<file path="src/rtl/core/lspa_pkg.sv">
// Package: payload types, fixed constants, state type and scale helper for the pulse animator.
`timescale 1ns / 1ps

package lspa_pkg;

    localparam int LVL_W = 8;
    localparam int IDX_W = 5;
    localparam int THR_W = 11;
    localparam int AMP_W = 13;

    localparam logic [LVL_W-1:0] DECAY_FACTOR = 8'hF0;
    localparam logic [LVL_W-1:0] TAPER_STEP   = 8'h11;
    localparam logic [LVL_W-1:0] TAPER_TOP    = 8'hFF;
    localparam logic [LVL_W-1:0] STEP_MIN     = 8'd32;
    localparam logic [4:0]       RATE_SCALE   = 5'd16;
    localparam logic [AMP_W-1:0] AMP_FULL     = 13'd4096;
    localparam logic [AMP_W-1:0] AMP_ROUND    = 13'd2048;

    typedef struct packed {
        logic [THR_W-1:0] throttle;
        logic [LVL_W-1:0] brightness;
        logic             clear_first;
    } t_in_item;

    typedef struct packed {
        logic [IDX_W-1:0] pixel_index;
        logic [LVL_W-1:0] pixel_level;
        logic             last_pixel;
    } t_out_item;

    typedef enum logic [1:0] {
        S_IDLE,
        S_TAPER,
        S_ROTATE
    } t_state;

    // (a*b)>>8 on 8-bit operands
    function automatic logic [LVL_W-1:0] f_scale8(input logic [LVL_W-1:0] a,
                                                  input logic [LVL_W-1:0] b);
        logic [2*LVL_W-1:0] prod;
        prod = {{LVL_W{1'b0}}, a} * {{LVL_W{1'b0}}, b};
        return prod[2*LVL_W-1:LVL_W];
    endfunction

endpackage

</file>
<file path="src/rtl/core/lspa_cell.sv">
// One level store entry of the rotating chain.
`timescale 1ns / 1ps

module lspa_cell (
    input  logic                      i_clk,
    input  logic                      i_rst_n,
    input  logic                      i_shift,
    input  logic [lspa_pkg::LVL_W-1:0] i_next,
    output logic [lspa_pkg::LVL_W-1:0] o_level
);
    import lspa_pkg::*;

    logic [LVL_W-1:0] r_level;

    always_ff @(posedge i_clk) begin
        if (!i_rst_n) begin
            r_level <= '0;
        end else if (i_shift) begin
            r_level <= i_next;
        end
    end

    assign o_level = r_level;

endmodule

</file>
<file path="src/rtl/core/lspa_pulse.sv">
// Pulse amplitude and position update, wrap at strip end, and taper amounts.
`timescale 1ns / 1ps

module lspa_pulse #(
    parameter int STRIP_LENGTH     = 17,
    parameter int PULSE_HALF_WIDTH = 2,
    parameter int HEAD_W           = 5
) (
    input  logic                                     i_clk,
    input  logic                                     i_rst_n,
    input  logic                                     i_load,
    input  logic [lspa_pkg::THR_W-1:0]               i_throttle,
    input  logic                                     i_taper,
    output logic [HEAD_W-1:0]                        o_center,
    output logic [PULSE_HALF_WIDTH:0][lspa_pkg::LVL_W-1:0] o_add
);
    import lspa_pkg::*;

    localparam int POS_MAX = (STRIP_LENGTH + 1) * 256 + 160;
    localparam int POS_W   = $clog2(POS_MAX + 1);

    logic [AMP_W-1:0]  r_amp, n_amp;
    logic [POS_W-1:0]  r_pos, n_pos;
    logic [HEAD_W-1:0] r_center, n_center;
    logic [PULSE_HALF_WIDTH:0][LVL_W-1:0] r_add;

    logic [15:0]      w_thr_scaled;
    logic [LVL_W-1:0] w_step;
    logic [AMP_W-1:0] w_amp_sum, w_amp1;
    logic             w_full;
    logic [POS_W-1:0] w_pos1;
    logic [POS_W:0]   w_pos_rnd;
    logic             w_wrap;

    always_comb begin
        w_thr_scaled = 16'(i_throttle) * 16'(RATE_SCALE) + 16'd128;
        w_step       = STEP_MIN + LVL_W'(w_thr_scaled >> 8);
        w_amp_sum    = r_amp + AMP_W'(w_step);
        w_full       = (w_amp_sum >= AMP_FULL);
        w_amp1       = w_full ? AMP_FULL : w_amp_sum;
        w_pos1       = w_full ? (r_pos + POS_W'(w_step)) : r_pos;
        w_pos_rnd    = {1'b0, w_pos1} + (POS_W + 1)'(128);
        w_wrap       = ((w_pos_rnd >> 8) > (POS_W + 1)'(STRIP_LENGTH));
        n_amp        = w_wrap ? '0 : w_amp1;
        n_pos        = w_wrap ? '0 : w_pos1;
        n_center     = w_wrap ? HEAD_W'(PULSE_HALF_WIDTH)
                              : HEAD_W'(w_pos_rnd >> 8) + HEAD_W'(PULSE_HALF_WIDTH);
    end

    always_ff @(posedge i_clk) begin
        if (!i_rst_n) begin
            r_amp <= '0;
            r_pos <= '0;
        end else if (i_load) begin
            r_amp <= n_amp;
            r_pos <= n_pos;
        end
    end

    always_ff @(posedge i_clk) begin
        if (i_load) begin
            r_center <= n_center;
        end
    end

    // taper i: ((0xFF - 0x11*i) * amp + round) >> 12, constant multiplies
    for (genvar g = 0; g <= PULSE_HALF_WIDTH; g++) begin : g_taper
        logic [20:0] w_prod;
        assign w_prod = 21'(TAPER_TOP - LVL_W'(TAPER_STEP * g)) * 21'(r_amp)
                      + 21'(AMP_ROUND);
        always_ff @(posedge i_clk) begin
            if (i_taper) begin
                r_add[g] <= w_prod[19:12];
            end
        end
    end

    assign o_center = r_center;
    assign o_add    = r_add;

endmodule

</file>
<file path="src/rtl/core/lspa_head.sv">
// Head of the chain: clear, decay, saturating pulse deposit and pixel output.
`timescale 1ns / 1ps

module lspa_head #(
    parameter int STRIP_LENGTH     = 17,
    parameter int PULSE_HALF_WIDTH = 2,
    parameter int HEAD_W           = 5
) (
    input  logic [HEAD_W-1:0]                              i_head,
    input  logic [HEAD_W-1:0]                              i_center,
    input  logic                                           i_clear,
    input  logic [PULSE_HALF_WIDTH:0][lspa_pkg::LVL_W-1:0] i_tap,
    input  logic [PULSE_HALF_WIDTH:0][lspa_pkg::LVL_W-1:0] i_add,
    input  logic [lspa_pkg::LVL_W-1:0]                     i_brightness,
    output logic [lspa_pkg::LVL_W-1:0]                     o_level,
    output logic                                           o_emit,
    output lspa_pkg::t_out_item                            o_pix
);
    import lspa_pkg::*;

    localparam int STORE_DEPTH = STRIP_LENGTH + 2 * PULSE_HALF_WIDTH + 1;
    localparam int TOP_IDX     = STORE_DEPTH - 1;

    logic [LVL_W-1:0] w_src, w_add, w_raw, w_dec;
    logic             w_top;
    logic [LVL_W:0]   w_sum;
    logic [HEAD_W:0]  w_head_x, w_ctr_x;

    always_comb begin
        w_head_x = {1'b0, i_head};
        w_ctr_x  = {1'b0, i_center};
        w_src    = i_tap[0];
        w_add    = '0;
        w_top    = (w_head_x == (HEAD_W + 1)'(TOP_IDX));
        for (int i = 0; i <= PULSE_HALF_WIDTH; i++) begin
            // forward side takes its own entry
            if (w_head_x == w_ctr_x + (HEAD_W + 1)'(i)) begin
                w_add = i_add[i];
            end
            // mirror side copies the forward entry, 2*i cells ahead
            if (i != 0 && w_head_x + (HEAD_W + 1)'(i) == w_ctr_x) begin
                w_src = i_tap[i];
                w_add = i_add[i];
                w_top = (w_ctr_x + (HEAD_W + 1)'(i) == (HEAD_W + 1)'(TOP_IDX));
            end
        end
        w_raw   = i_clear ? '0 : w_src;
        // topmost entry is never decayed
        w_dec   = w_top ? w_raw : f_scale8(w_raw, DECAY_FACTOR);
        w_sum   = {1'b0, w_dec} + {1'b0, w_add};
        o_level = w_sum[LVL_W] ? {LVL_W{1'b1}} : w_sum[LVL_W-1:0];

        o_emit  = (w_head_x >= (HEAD_W + 1)'(PULSE_HALF_WIDTH))
               && (w_head_x < (HEAD_W + 1)'(PULSE_HALF_WIDTH + STRIP_LENGTH));
        o_pix.pixel_index = IDX_W'(w_head_x - (HEAD_W + 1)'(PULSE_HALF_WIDTH));
        o_pix.pixel_level = f_scale8(o_level, i_brightness);
        o_pix.last_pixel  =
            (w_head_x == (HEAD_W + 1)'(PULSE_HALF_WIDTH + STRIP_LENGTH - 1));
    end

endmodule

</file>
<file path="src/rtl/core/led_strip_pulse_animator_top.sv">
// Top level: LED wing strip pulse animator built as a rotating chain of level cells.
`timescale 1ns / 1ps

// Channel   Direction  Signals                              Payload
// in        sink       i_in_valid / o_in_ready / i_in_data  t_in_item (throttle, brightness,
//                                                           clear_first)
// out       source     o_out_valid / i_out_ready / o_out_data
//                                                           t_out_item (pixel_index,
//                                                           pixel_level, last_pixel)
//
// Sequence: a tick is accepted in the idle state, the taper amounts are registered in the
//   taper state, then the cell ring rotates once past the head unit, one step per store
//   entry, and ready returns once the rotation ends.
// Each pixel leaves as its entry passes the head.
// Output stalls freeze the ring only on cycles that emit a pixel; the output register
//   lets the ring keep moving while one pixel waits.
// Reset (synchronous, active low) zeroes the store cells, amplitude and position.

module led_strip_pulse_animator_top #(
    parameter int STRIP_LENGTH     = 17,
    parameter int PULSE_HALF_WIDTH = 2
) (
    input  logic                i_clk,
    input  logic                i_rst_n,
    input  logic                i_in_valid,
    output logic                o_in_ready,
    input  lspa_pkg::t_in_item  i_in_data,
    output logic                o_out_valid,
    input  logic                i_out_ready,
    output lspa_pkg::t_out_item o_out_data
);
    import lspa_pkg::*;

    localparam int STORE_DEPTH = STRIP_LENGTH + 2 * PULSE_HALF_WIDTH + 1;
    localparam int HEAD_W      = $clog2(STORE_DEPTH);

    t_state r_state, n_state;

    logic [HEAD_W-1:0] r_head, n_head;
    logic [LVL_W-1:0]  r_bright;
    logic              r_clear;
    logic              r_out_valid, n_out_valid;
    t_out_item         r_out_data;

    logic              w_accept, w_taper, w_step, w_out_free;
    logic [HEAD_W-1:0] w_center;
    logic [PULSE_HALF_WIDTH:0][LVL_W-1:0] w_add, w_tap;
    logic [LVL_W-1:0]  w_cell [STORE_DEPTH];
    logic [LVL_W-1:0]  w_new_level;
    logic              w_emit;
    t_out_item         w_pix;

    // ------------------------------------------------------------------
    // Control: idle -> taper amounts -> one full ring rotation
    // ------------------------------------------------------------------
    always_ff @(posedge i_clk) begin
        if (!i_rst_n) begin
            r_state     <= S_IDLE;
            r_head      <= '0;
            r_out_valid <= 1'b0;
        end else begin
            r_state     <= n_state;
            r_head      <= n_head;
            r_out_valid <= n_out_valid;
        end
    end

    always_comb begin
        n_state     = r_state;
        n_head      = r_head;
        o_in_ready  = 1'b0;
        w_taper     = 1'b0;
        w_out_free  = !r_out_valid || i_out_ready;
        w_step      = 1'b0;
        unique case (r_state)
            S_IDLE: begin
                o_in_ready = 1'b1;
                if (i_in_valid) begin
                    n_state = S_TAPER;
                end
            end
            S_TAPER: begin
                w_taper = 1'b1;
                n_state = S_ROTATE;
            end
            S_ROTATE: begin
                // only pixel-emitting steps wait on the output register
                w_step = !w_emit || w_out_free;
                if (w_step) begin
                    if (r_head == HEAD_W'(STORE_DEPTH - 1)) begin
                        n_head  = '0;
                        n_state = S_IDLE;
                    end else begin
                        n_head = r_head + 1'b1;
                    end
                end
            end
            default: begin
                n_state = S_IDLE;
            end
        endcase
        w_accept = i_in_valid && o_in_ready;

        if (w_step && w_emit) begin
            n_out_valid = 1'b1;
        end else if (i_out_ready) begin
            n_out_valid = 1'b0;
        end else begin
            n_out_valid = r_out_valid;
        end
    end

    // per-tick operands
    always_ff @(posedge i_clk) begin
        if (w_accept) begin
            r_bright <= i_in_data.brightness;
            r_clear  <= i_in_data.clear_first;
        end
    end

    always_ff @(posedge i_clk) begin
        if (w_step && w_emit) begin
            r_out_data <= w_pix;
        end
    end

    // ------------------------------------------------------------------
    // Pulse state: amplitude ramp, travel, wrap, taper amounts
    // ------------------------------------------------------------------
    lspa_pulse #(
        .STRIP_LENGTH     (STRIP_LENGTH),
        .PULSE_HALF_WIDTH (PULSE_HALF_WIDTH),
        .HEAD_W           (HEAD_W)
    ) u_pulse (
        .i_clk      (i_clk),
        .i_rst_n    (i_rst_n),
        .i_load     (w_accept),
        .i_throttle (i_in_data.throttle),
        .i_taper    (w_taper),
        .o_center   (w_center),
        .o_add      (w_add)
    );

    // ------------------------------------------------------------------
    // Cell ring: cell k holds entry r_head+k; the head result re-enters at the tail
    // ------------------------------------------------------------------
    for (genvar k = 0; k < STORE_DEPTH; k++) begin : g_cell
        logic [LVL_W-1:0] w_next;
        if (k == STORE_DEPTH - 1) begin : g_tail
            assign w_next = w_new_level;
        end else begin : g_body
            assign w_next = w_cell[k + 1];
        end
        lspa_cell u_cell (
            .i_clk   (i_clk),
            .i_rst_n (i_rst_n),
            .i_shift (w_step),
            .i_next  (w_next),
            .o_level (w_cell[k])
        );
    end

    // mirror entry center-i pulls from entry center+i, 2*i cells ahead
    for (genvar t = 0; t <= PULSE_HALF_WIDTH; t++) begin : g_tap
        assign w_tap[t] = w_cell[2 * t];
    end

    lspa_head #(
        .STRIP_LENGTH     (STRIP_LENGTH),
        .PULSE_HALF_WIDTH (PULSE_HALF_WIDTH),
        .HEAD_W           (HEAD_W)
    ) u_head (
        .i_head       (r_head),
        .i_center     (w_center),
        .i_clear      (r_clear),
        .i_tap        (w_tap),
        .i_add        (w_add),
        .i_brightness (r_bright),
        .o_level      (w_new_level),
        .o_emit       (w_emit),
        .o_pix        (w_pix)
    );

    assign o_out_valid = r_out_valid;
    assign o_out_data  = r_out_data;

endmodule

</file>
<file path="config.mk">
export PLATFORM = sky130hd
export DESIGN_NAME = led_strip_pulse_animator_top
export DESIGN_NICKNAME = d
export VERILOG_FILES = /design/src/rtl/core/lspa_pkg.sv /design/src/rtl/core/lspa_cell.sv /design/src/rtl/core/lspa_pulse.sv /design/src/rtl/core/lspa_head.sv /design/src/rtl/core/led_strip_pulse_animator_top.sv
export SDC_FILE = /design/constraint.sdc
export NUM_CORES = 1
export LEC_CHECK = 0
export BUFFER_PORTS_ARGS = -buffer_cell sky130_fd_sc_hd__buf_2
export CAP_MARGIN = 40
export CORE_ASPECT_RATIO = 0.75
export CORE_MARGIN = 5
export CORE_UTILIZATION = 50
export CTS_CLUSTER_SIZE = 16
export DETAILED_ROUTE_END_ITERATION = 10
export GPL_TIMING_DRIVEN = 0
export PLACE_DENSITY = 0.68
export SYNTH_ARGS = -nofsm -noshare
export SYNTH_HDL_FRONTEND = slang
export SYNTH_SLANG_ARGS = --single-unit
</file>
<file path="constraint.sdc">
create_clock -name i_clk -period 15.2 [get_ports i_clk]
set_clock_uncertainty 0.15 [all_clocks]
set_input_delay 2.28 -clock i_clk [delete_from_list [all_inputs] [get_ports i_clk]]
set_output_delay 2.28 -clock i_clk [all_outputs]
set_load 0.02 [all_outputs]
</file>
==> Yosys cells after proc, flatten, opt, wreduce, memory -nomap -nowiden <==
Cells that the tools add are included.
{ "word_totals": {"register_bits": 262, "output_inout_bits": 16, "word_cells": 112, "in_bits": 24} }
{ "op_classes": {"muxes": 26, "eq_ne": 14, "n_reduce_logical": 11, "n_lt_le_gt_ge": 4, "multipliers": 5, "add_sub_neg": 16} }
{ "op_table": {"columns": ["operator", "count"], "rows": [
  ["8-bit 2-to-1 mux", 10],
  ["20-bit by 12-bit adder with 20-bit output, second input constant", 3],
  ["13-bit 2-to-1 mux", 4],
  ["8-bit by 13-bit multiplier with 20-bit output, first input constant", 2],
  ["13-bit by 8-bit adder with 13-bit output", 2],
  ["7-bit by 13-bit multiplier with 19-bit output, first input constant", 1],
  ["15-bit by 8-bit adder with 16-bit output, second input constant", 1],
  ["8-bit by 8-bit multiplier with 16-bit output", 1],
  ["13-bit by 8-bit adder with 14-bit output, second input constant", 1],
  ["13-bit >= comparator, second input constant", 1],
  ["5-bit by 1-bit adder with 6-bit output, second input constant", 2],
  ["5-bit by 2-bit adder with 6-bit output, second input constant", 2],
  ["5-bit by 6-bit equality test with 1-bit output", 2],
  ["6-bit by 5-bit equality test with 1-bit output", 2],
  ["6-bit by 5-bit equality test with 1-bit output, second input constant", 2],
  ["8-bit by 4-bit multiplier with 12-bit output, second input constant", 1],
  ["5-bit equality test, second input constant", 2],
  ["8-bit by 8-bit adder with 9-bit output", 1],
  ["6-bit by 8-bit adder with 8-bit output, first input constant", 1],
  ["1-bit 2-to-1 mux", 7],
  ["6-bit by 5-bit > comparator with 1-bit output, second input constant", 1],
  ["2-bit 2-to-1 mux", 3],
  ["2-bit != test, second input constant", 3],
  ["2-bit case mux with 3 select lines", 1],
  ["other kinds (16)", 20]
]} }

==> Logic depth before layout (Yosys ltp) <==
Gate-level depths: netlist of run 1.
{ "depth": {"depth_word": 10, "depth_mapped": 48, "mapped_depth_nobuf": 45} }

==> By module <==
A second synthesis of run 1 with hierarchy kept.
{ "hier_totals": {"hier_cells": 1929, "area_unflattened_um2": 20284.5} }
{ "by_module_without_submodules": {"columns": ["mod", "area_each_um2", "seq_area_each_um2", "instances", "cells_per_inst"], "rows": [
  ["lspa_pulse", 8257.9, 1391.3, 1, 793],
  ["lspa_cell", 301.5, 160.2, 22, 25],
  ["lspa_head", 4271.6, 0.0, 1, 515],
  ["led_strip_pulse_animator_top", 1121.1, 850.8, 1, 71]
]} }

==> Worst setup path after synthesis of run 1 <==
No wires, ideal clock.
{ "synth_path": {"kind": "flip-flop to flip-flop", "startpoint": "register r_head[1]", "endpoint": "register r_out_data, in the netlist o_out_data[8], data pin", "synth_period_minus_slack_ns": 10.897, "path_slack_ns": 4.303, "path_stages_with_launch": 44, "setup_time_ns": 0.260, "n_path_buf": 3, "t_arrival_ns": 10.488, "required_ns": 14.790, "path_cell_list": "dfxtp_1 -> clkbuf_1 -> inv_1 -> ha_1 -> xnor2_1 -> nand2_1 -> or4_1 -> clkbuf_1 -> clkbuf_1 -> a211oi_1 -> inv_1 -> fa_1 -> fa_1 -> inv_1 -> ha_1 -> a21o_1 -> a21oi_1 -> o21bai_1 -> [... 8 more ...] -> a2111oi_1 -> nor2_1 -> nor2_1 -> nor2b_1 -> fa_1 -> inv_1 -> fa_1 -> inv_1 -> fa_1 -> fa_1 -> ha_1 -> nor4_1 -> o211ai_1 -> a41oi_1 -> o21ai_0 -> nor4_1 -> nor3_1 -> xnor2_1"} }
{ "synth_lines": {"columns": ["element", "line", "rtl"], "rows": [
  ["start, declared", "led_strip_pulse_animator_top.sv:39", "logic [HEAD_W-1:0] r_head, n_head;"],
  ["start signal, assigned", "led_strip_pulse_animator_top.sv:63", "r_head <= n_head;"],
  ["end signal, assigned", "led_strip_pulse_animator_top.sv:123", "r_out_data <= w_pix;"],
  ["end, declared", "led_strip_pulse_animator_top.sv:43", "t_out_item r_out_data;"]
]} }

==> results of run 1 <==
==> flip-flops by register name, summed over array words and instances, names as in the netlist <==
signal                 count
r_bright                   8
r_head                     5
u_pulse.o_center           5
g_cell.u_cell.o_level    176
r_clear                    1
o_out_data                14
u_pulse.r_amp             13
r_state                    2
u_pulse.o_add             24
o_out_valid                1
u_pulse.r_pos             13
==> worst max-delay path: cells and delay by family, from the launching register on <==
family	cells	cell delay, ns
flops	1	0.43
compound gates	13	3.69
mux	1	0.27
fa+ha+maj	10	4.15
xor+xnor	3	0.36
simple gates	9	2.27
buf+inv	8	1.80
==> cell usage in the layout (no fill, tap or decap), drive strengths merged, types with 11 or more instances in the layout <==
cell type	instances
nand2	387
xor2	45
o211ai	11
nand3	42
fa	156
ha	201
buf	54
inv	219
a211oi	23
a21o	16
a21oi	222
nor2b	48
xnor2	67
edfxtp	52
nor2	80
clkbuf	115
o21ai	48
nor3	24
dfxtp	210
nand2b	14
==> Yosys cell counts, types with 3 or more instances <==
cell,n
dfxtp_1,210
a31oi_1,6
nand2_1,387
nand3_1,42
a211oi_1,21
o211ai_1,9
edfxtp_1,52
buf_4,5
clkbuf_1,75
nor3_1,24
xnor2_1,65
a222oi_1,9
nor2_1,79
o22ai_1,4
and2_1,9
ha_1,201
and4_1,3
nand2b_1,14
xor2_1,44
mux2i_1,8
a21o_1,16
o21a_1,7
nor4_1,8
and3_1,9
buf_2,5
o221ai_1,8
or3_1,3
inv_1,217
a41o_1,3
nor2b_1,48
mux2_2,3
o41ai_2,8
o31ai_1,3
o21bai_1,10
or4_1,3
a21oi_1,219
fa_1,156
nand4_1,4
o21ai_1,3
o21ai_0,45
==> through the flow <==
step           setup slack (ns)  area (sq um)  util (%)  total power [uW]
6_report                   1.84         21000      55.0              2400
3_5_place_dp               1.98         20100      52.7              1760
3_3_place_gp               2.21         20000      52.5              1710
2_1_floorplan              4.30         19200         -              1510
5_1_grt                   0.939         21000      55.0              2590
4_1_cts                    1.96         21000      55.0              2420
==> worst max-delay path by stage <==
stage | slack [ns] | from | endpoint
floorplan | 4.30 | r_head[1] | o_out_data[8]
global placement | 2.21 | r_head[1] | o_out_data[8]
detailed placement | 1.98 | r_head[1] | o_out_data[8]
CTS | 1.96 | r_head[1] | o_out_data[8]
global route | 0.94 | r_head[1] | o_out_data[8]
finish | 1.84 | r_head[1] | o_out_data[8]
==> layout make-up <==
cell class	count	area [sq um]	share of cell area (%)
clock inverter	7	46.3	0.221
buffer	87	352	1.68
multi-input combinational	1535	12200	58.5
inverter	219	822	3.92
tap	512	641	3.06
clock buffer	40	828	3.95
timing repair buffer	43	250	1.19
sequential	262	5770	27.5
==> metal layers <==
metal,wire [microns],track usage [%]
met5,0,0
met2,18800,31.2
met4,655,3.30
met3,1760,3.16
met1,21300,29.4
==> report_power, final <==
group / leakage (uW) / total [uW] / switching (uW) / internal [uW]
Clock: 0.000434 / 650 / 274 / 376
Combinational: 0.00658 / 979 / 578 / 402
Sequential: 0.00217 / 767 / 23.0 / 744
Total: 0.00919 / 2400 / 874 / 1520
==> kinds of logic (layout without fill, tap and decap cells) <==
group | count (synthesis) | count (layout) | share of synthesized area, %
buf+inv | 306 | 396 | 6.12
compound gates | 404 | 404 | 13.5
xor+xnor | 112 | 112 | 5.23
fa+ha+maj | 359 | 359 | 29.5
mux | 11 | 11 | 0.594
simple gates | 649 | 649 | 15.0
flops | 262 | 262 | 30.1
==> run metrics, run 1 <==
reg2reg setup slack around 1.8 ns; grt ovf 0; PwrDens about 110 mW/mm^2; die height about 180 microns; Clock Latency Late Sink between 0.5 and 0.6 ns; Post-Route WL approximately 42 mm; Syn Inst Count between 2000 and 2500; max_slew headroom about 40%; core area 0.0381 sq mm; Primary FF master, synth dfxtp_1; TritonRoute pass-1 iters 7; crit path max fanout 10; H-tree levels 1; root buffer cell clkbuf_16; pin count of the biggest net entering global routing 18; post-synthesis sequential area ratio a little under a third; layout cells sized above 1 roughly 6%; area share of the largest cell type after synthesis 21.9%; status completed; Post-DP HPWL around 34 mm; Num Clock Sinks approximately 260; Worst Tran Pin Value between 0.9 and 1 ns; ant diodes 0; worst r2r src r_head[1]; Yosys top cell by area dfxtp_1; Inserted Clock Buffers 27; synth top area cells dfxtp_1 (22%), fa_1 (16%), ha_1 (13%); Slew Limit Fails 0; Hold Startpoint g_cell[5].u_cell.o_level[5]; first-pass GRT wire length 71.3 mm; Fin. Hold Viols 0; RSZ-0062 raised after global routing false; num rows 62; Syn Nets between 2000 and 2500; vias per inst roughly 5.3; Filler Cell Count around 3400; hold path depth 2; Worst-path clk slew ~0.06 ns; Area Overhead vs Synth 9.23%; CP max-delay cell nor2_1; routed wire length per instance around 16 microns; Chip Width ~240 microns; Placed Cells 2658; crit path time final between 10 and 15 ns; die area between 0.04 and 0.05 sq mm; Critical Path AT roughly 14 ns; initial drt markers slightly above 900; Routability Congestion 0.904; clk buf depth 3; CP dominant cell by count fa_1; via count approximately 14000; Finished Layout Cells about 2700; fin crit share 87.9%; R2R cell count between 40 and 50; WHS approximately 0.3 ns; HP Class reg2reg; post-synthesis register bit count 262; Worst R2R End o_out_data[8]; Max Clock Freq between 0.07 and 0.08 GHz; Static Leak approximately 0.0092 uW; DRC 0; Cell Area, Synth between 0.015 and 0.02 sq mm; max-cap violation count 0; startpoint types register; crit path kind reg2reg; CTS tree yes; mean post-synth cell area roughly 9.1 sq um; port bufs 35; CP peak stage delay between 0.7 and 0.8 ns; setup bufs post-CTS 0; hold_buf cts 0; Tot GR Track Use between 10% and 20%; Synth cell types 83; yosys warns 0; vias in the first global route 14400; setup TNS 0 ns; Setup crit end kind register; final setup fails 0; antenna violations before repair 1; ys async rst share 0%; Routed Antenna Nets 0; # nets final 2556; io pins 40; Max VDD drop a little over 0.00008 V; number of flops mapped to enable cells by yosys 52; CTS resizes 0; worst path required time around 15 ns; Starting Density about half; Worst Hold Endpoint g_cell[4].u_cell.o_level[5]
Power figures use the tool's default switching activity.
==> run 2, diff against run 1 <==
- CORE_ASPECT_RATIO: 0.75 -> 0.5
==> run 2 against run 1 <==
  * Hold slack got worse by 0.0036 ns
  * Via count down 0.68%
  * Non-clock buffer count decreased by 1
  * Maximum frequency rose by 2.1%
  * Sequential power about the same
  * Setup slack better by 0.27 ns
  * Count of clock-buffer cells in the layout is 3 lower
  * Die area grew 0.47%
  * Critical endpoint unchanged
==> run metrics, run 2 (synthesis results as in run 1) <==
status completed; vias in the first global route 13700 (-4.5%); Clock Latency Late Sink 0.55 ns (about the same); startpoint types register; CP dominant cell by count fa_1; die height 149 microns (-17%); P_int 1560 uW (+2.6%); Max VDD drop 0.0000812 V (-0.42%); share of power burned in registers 31.5% (-0.5 points); Starting Density 50.9% (+0.57 points); Static Leak 0.00923 uW (+0.45%); Net Sw Frac 35.8% (-0.74 points); CP peak stage delay 0.72 ns (-0.04 ns); antenna violations before repair 0 (-1); Post-Route WL 41.2 mm (-3.1%); Tot GR Track Use 19.3% (-0.45 points); Worst Tran Pin Value 0.834 ns (-0.0689 ns); Routability Congestion 0.852 (-5.7%); PwrDens 115 mW/mm^2 (+0.98%); Critical Path AT 13.23 ns (-0.28 ns); first-pass GRT wire length 69.2 mm (-2.9%); Setup crit end kind register; max_slew headroom 44.2% (+4.6 points); Worst-path clk slew 0.07 ns (about the same); most common cell after layout, fill and taps aside nand2_1; Final WS setup 2.11 ns (+0.273 ns); minimum setup slack after placement 2.16 ns (+0.174 ns); HP Class reg2reg; Num Clock Sinks 262 (unchanged); CP max-delay cell nor2_1; clk buf depth 3 (unchanged); root buffer cell clkbuf_16; TritonRoute pass-1 iters 6 (-1); max reg flops 176 (unchanged); setup TNS 0 ns (unchanged); Post-DP HPWL 32.0 mm (-4.9%); R2R cell count 44 (unchanged); pin count of the biggest net entering global routing 20 (+2); Logic pwr share 39.9% (-1.0 points); # nets final 2554 (-0.078%); die area 0.0426 sq mm (+0.47%); commonest non-fill, non-tap cells in the layout nand2_1 (387), a21oi_1 (219), inv_1 (217); hold path depth 2 (unchanged); final setup fails 0 (unchanged); num rows 50 (-19%); Worst Hold Endpoint g_cell[11].u_cell.o_level[5]; Inserted Clock Buffers 26 (-3.7%); H-tree levels 1 (unchanged); Worst R2R End o_out_data[8]; routed wire length per instance 15.2 microns (-3.4%); Design Power 2430 uW (+1.4%); Fin. Hold Viols 0 (unchanged); RSZ-0062 raised after global routing false; crit path kind reg2reg; worst path required time 15.34 ns (about the same); Core Util, Final 55.9% (+0.87 points); crit path max fanout 10 (unchanged); DRC 0 (unchanged); clock share of power 28.7% (+1.6 points); port bufs 35 (unchanged); WHS 0.296 ns (-0.00362 ns); P_sw 869 uW (-0.63%); io pins 40 (unchanged); Max Clock Freq 0.0764 GHz (+2.1%); grt ovf 0 (unchanged); max-cap violation count 0 (unchanged); Chip Width 287 microns (+22%); Routed Antenna Nets 0 (unchanged); Hold Startpoint g_cell[12].u_cell.o_level[5]; CTS tree yes; hold_buf cts 0 (unchanged); setup bufs post-CTS 0 (unchanged); crit path time final 13.09 ns (-0.273 ns); ant diodes 0 (unchanged); Slew Limit Fails 0 (unchanged); worst r2r src r_head[1]; core area 0.0377 sq mm (-1.1%); initial drt markers 942 (+1.7%); layout cells sized above 1 6.06% (+0.091 points); fin crit share 86.1% (-1.8 points); vias per inst 5.29 (-0.97%); Area Overhead vs Synth 9.71%; reg2reg setup slack 2.11 ns (+0.27 ns); via count 14400 (-0.68%); CTS resizes 0 (unchanged)
[run 2: power groups by stage]
stage / combinational, uW / clock (uW) / sequential, uW
CTS: 983 / 713 / 764
floorplan: 738 / 0 / 772
detailed placement: 967 / 0 / 780
finish: 969 / 697 / 764
global route: 1130 / 741 / 767
global placement: 943 / 0 / 779
[run 2: through the flow]
stage          std cells  area (sq um)
2_1_floorplan       2103         19200
4_1_cts             2713         21000
5_1_grt             2713         21000
6_report            2713         21000
3_5_place_dp        2665         20100
3_3_place_gp        2658         20000
[run 2: how the worst max path moves through the flow]
stage	from	end	slack (ns)	cells past startpoint
5_1_grt	r_head[1]	o_out_data[8]	1.22	44
6_report	r_head[1]	o_out_data[8]	2.11	44
2_1_floorplan	r_head[1]	o_out_data[8]	4.30	43
4_1_cts	r_head[1]	o_out_data[8]	2.11	44
3_3_place_gp	r_head[1]	o_out_data[8]	2.27	43
3_5_place_dp	r_head[1]	o_out_data[8]	2.16	44
[run 2: worst max-delay path: cells and delay by family (launching register included)]
kind                       cells  cell delay (ns)
adders and majority gates     10             4.13
AOI/OAI and AO/OA             13             3.61
and+or+nand+nor                9             2.17
buffers and inverters          8             1.73
DFF                            1             0.43
xor gates and xnor gates       3             0.35
muxes                          1             0.27
[run 2: area by class of cell]
class	instances	area, sq um
buffer	87	352
clock buffer	37	795
clock inverter	11	150
fill	3431	16600
inverter	219	822
multi-input combinational	1535	12300
sequential	262	5770
tap	520	651
timing repair buffer	42	255
[run 2: per-layer routing]
layer  GRT usage (%)  share of wire (%)
met1            28.0                 49
met2            31.6                 46
met3            2.66                4.1
met4            3.18                1.3
met5               0                  0
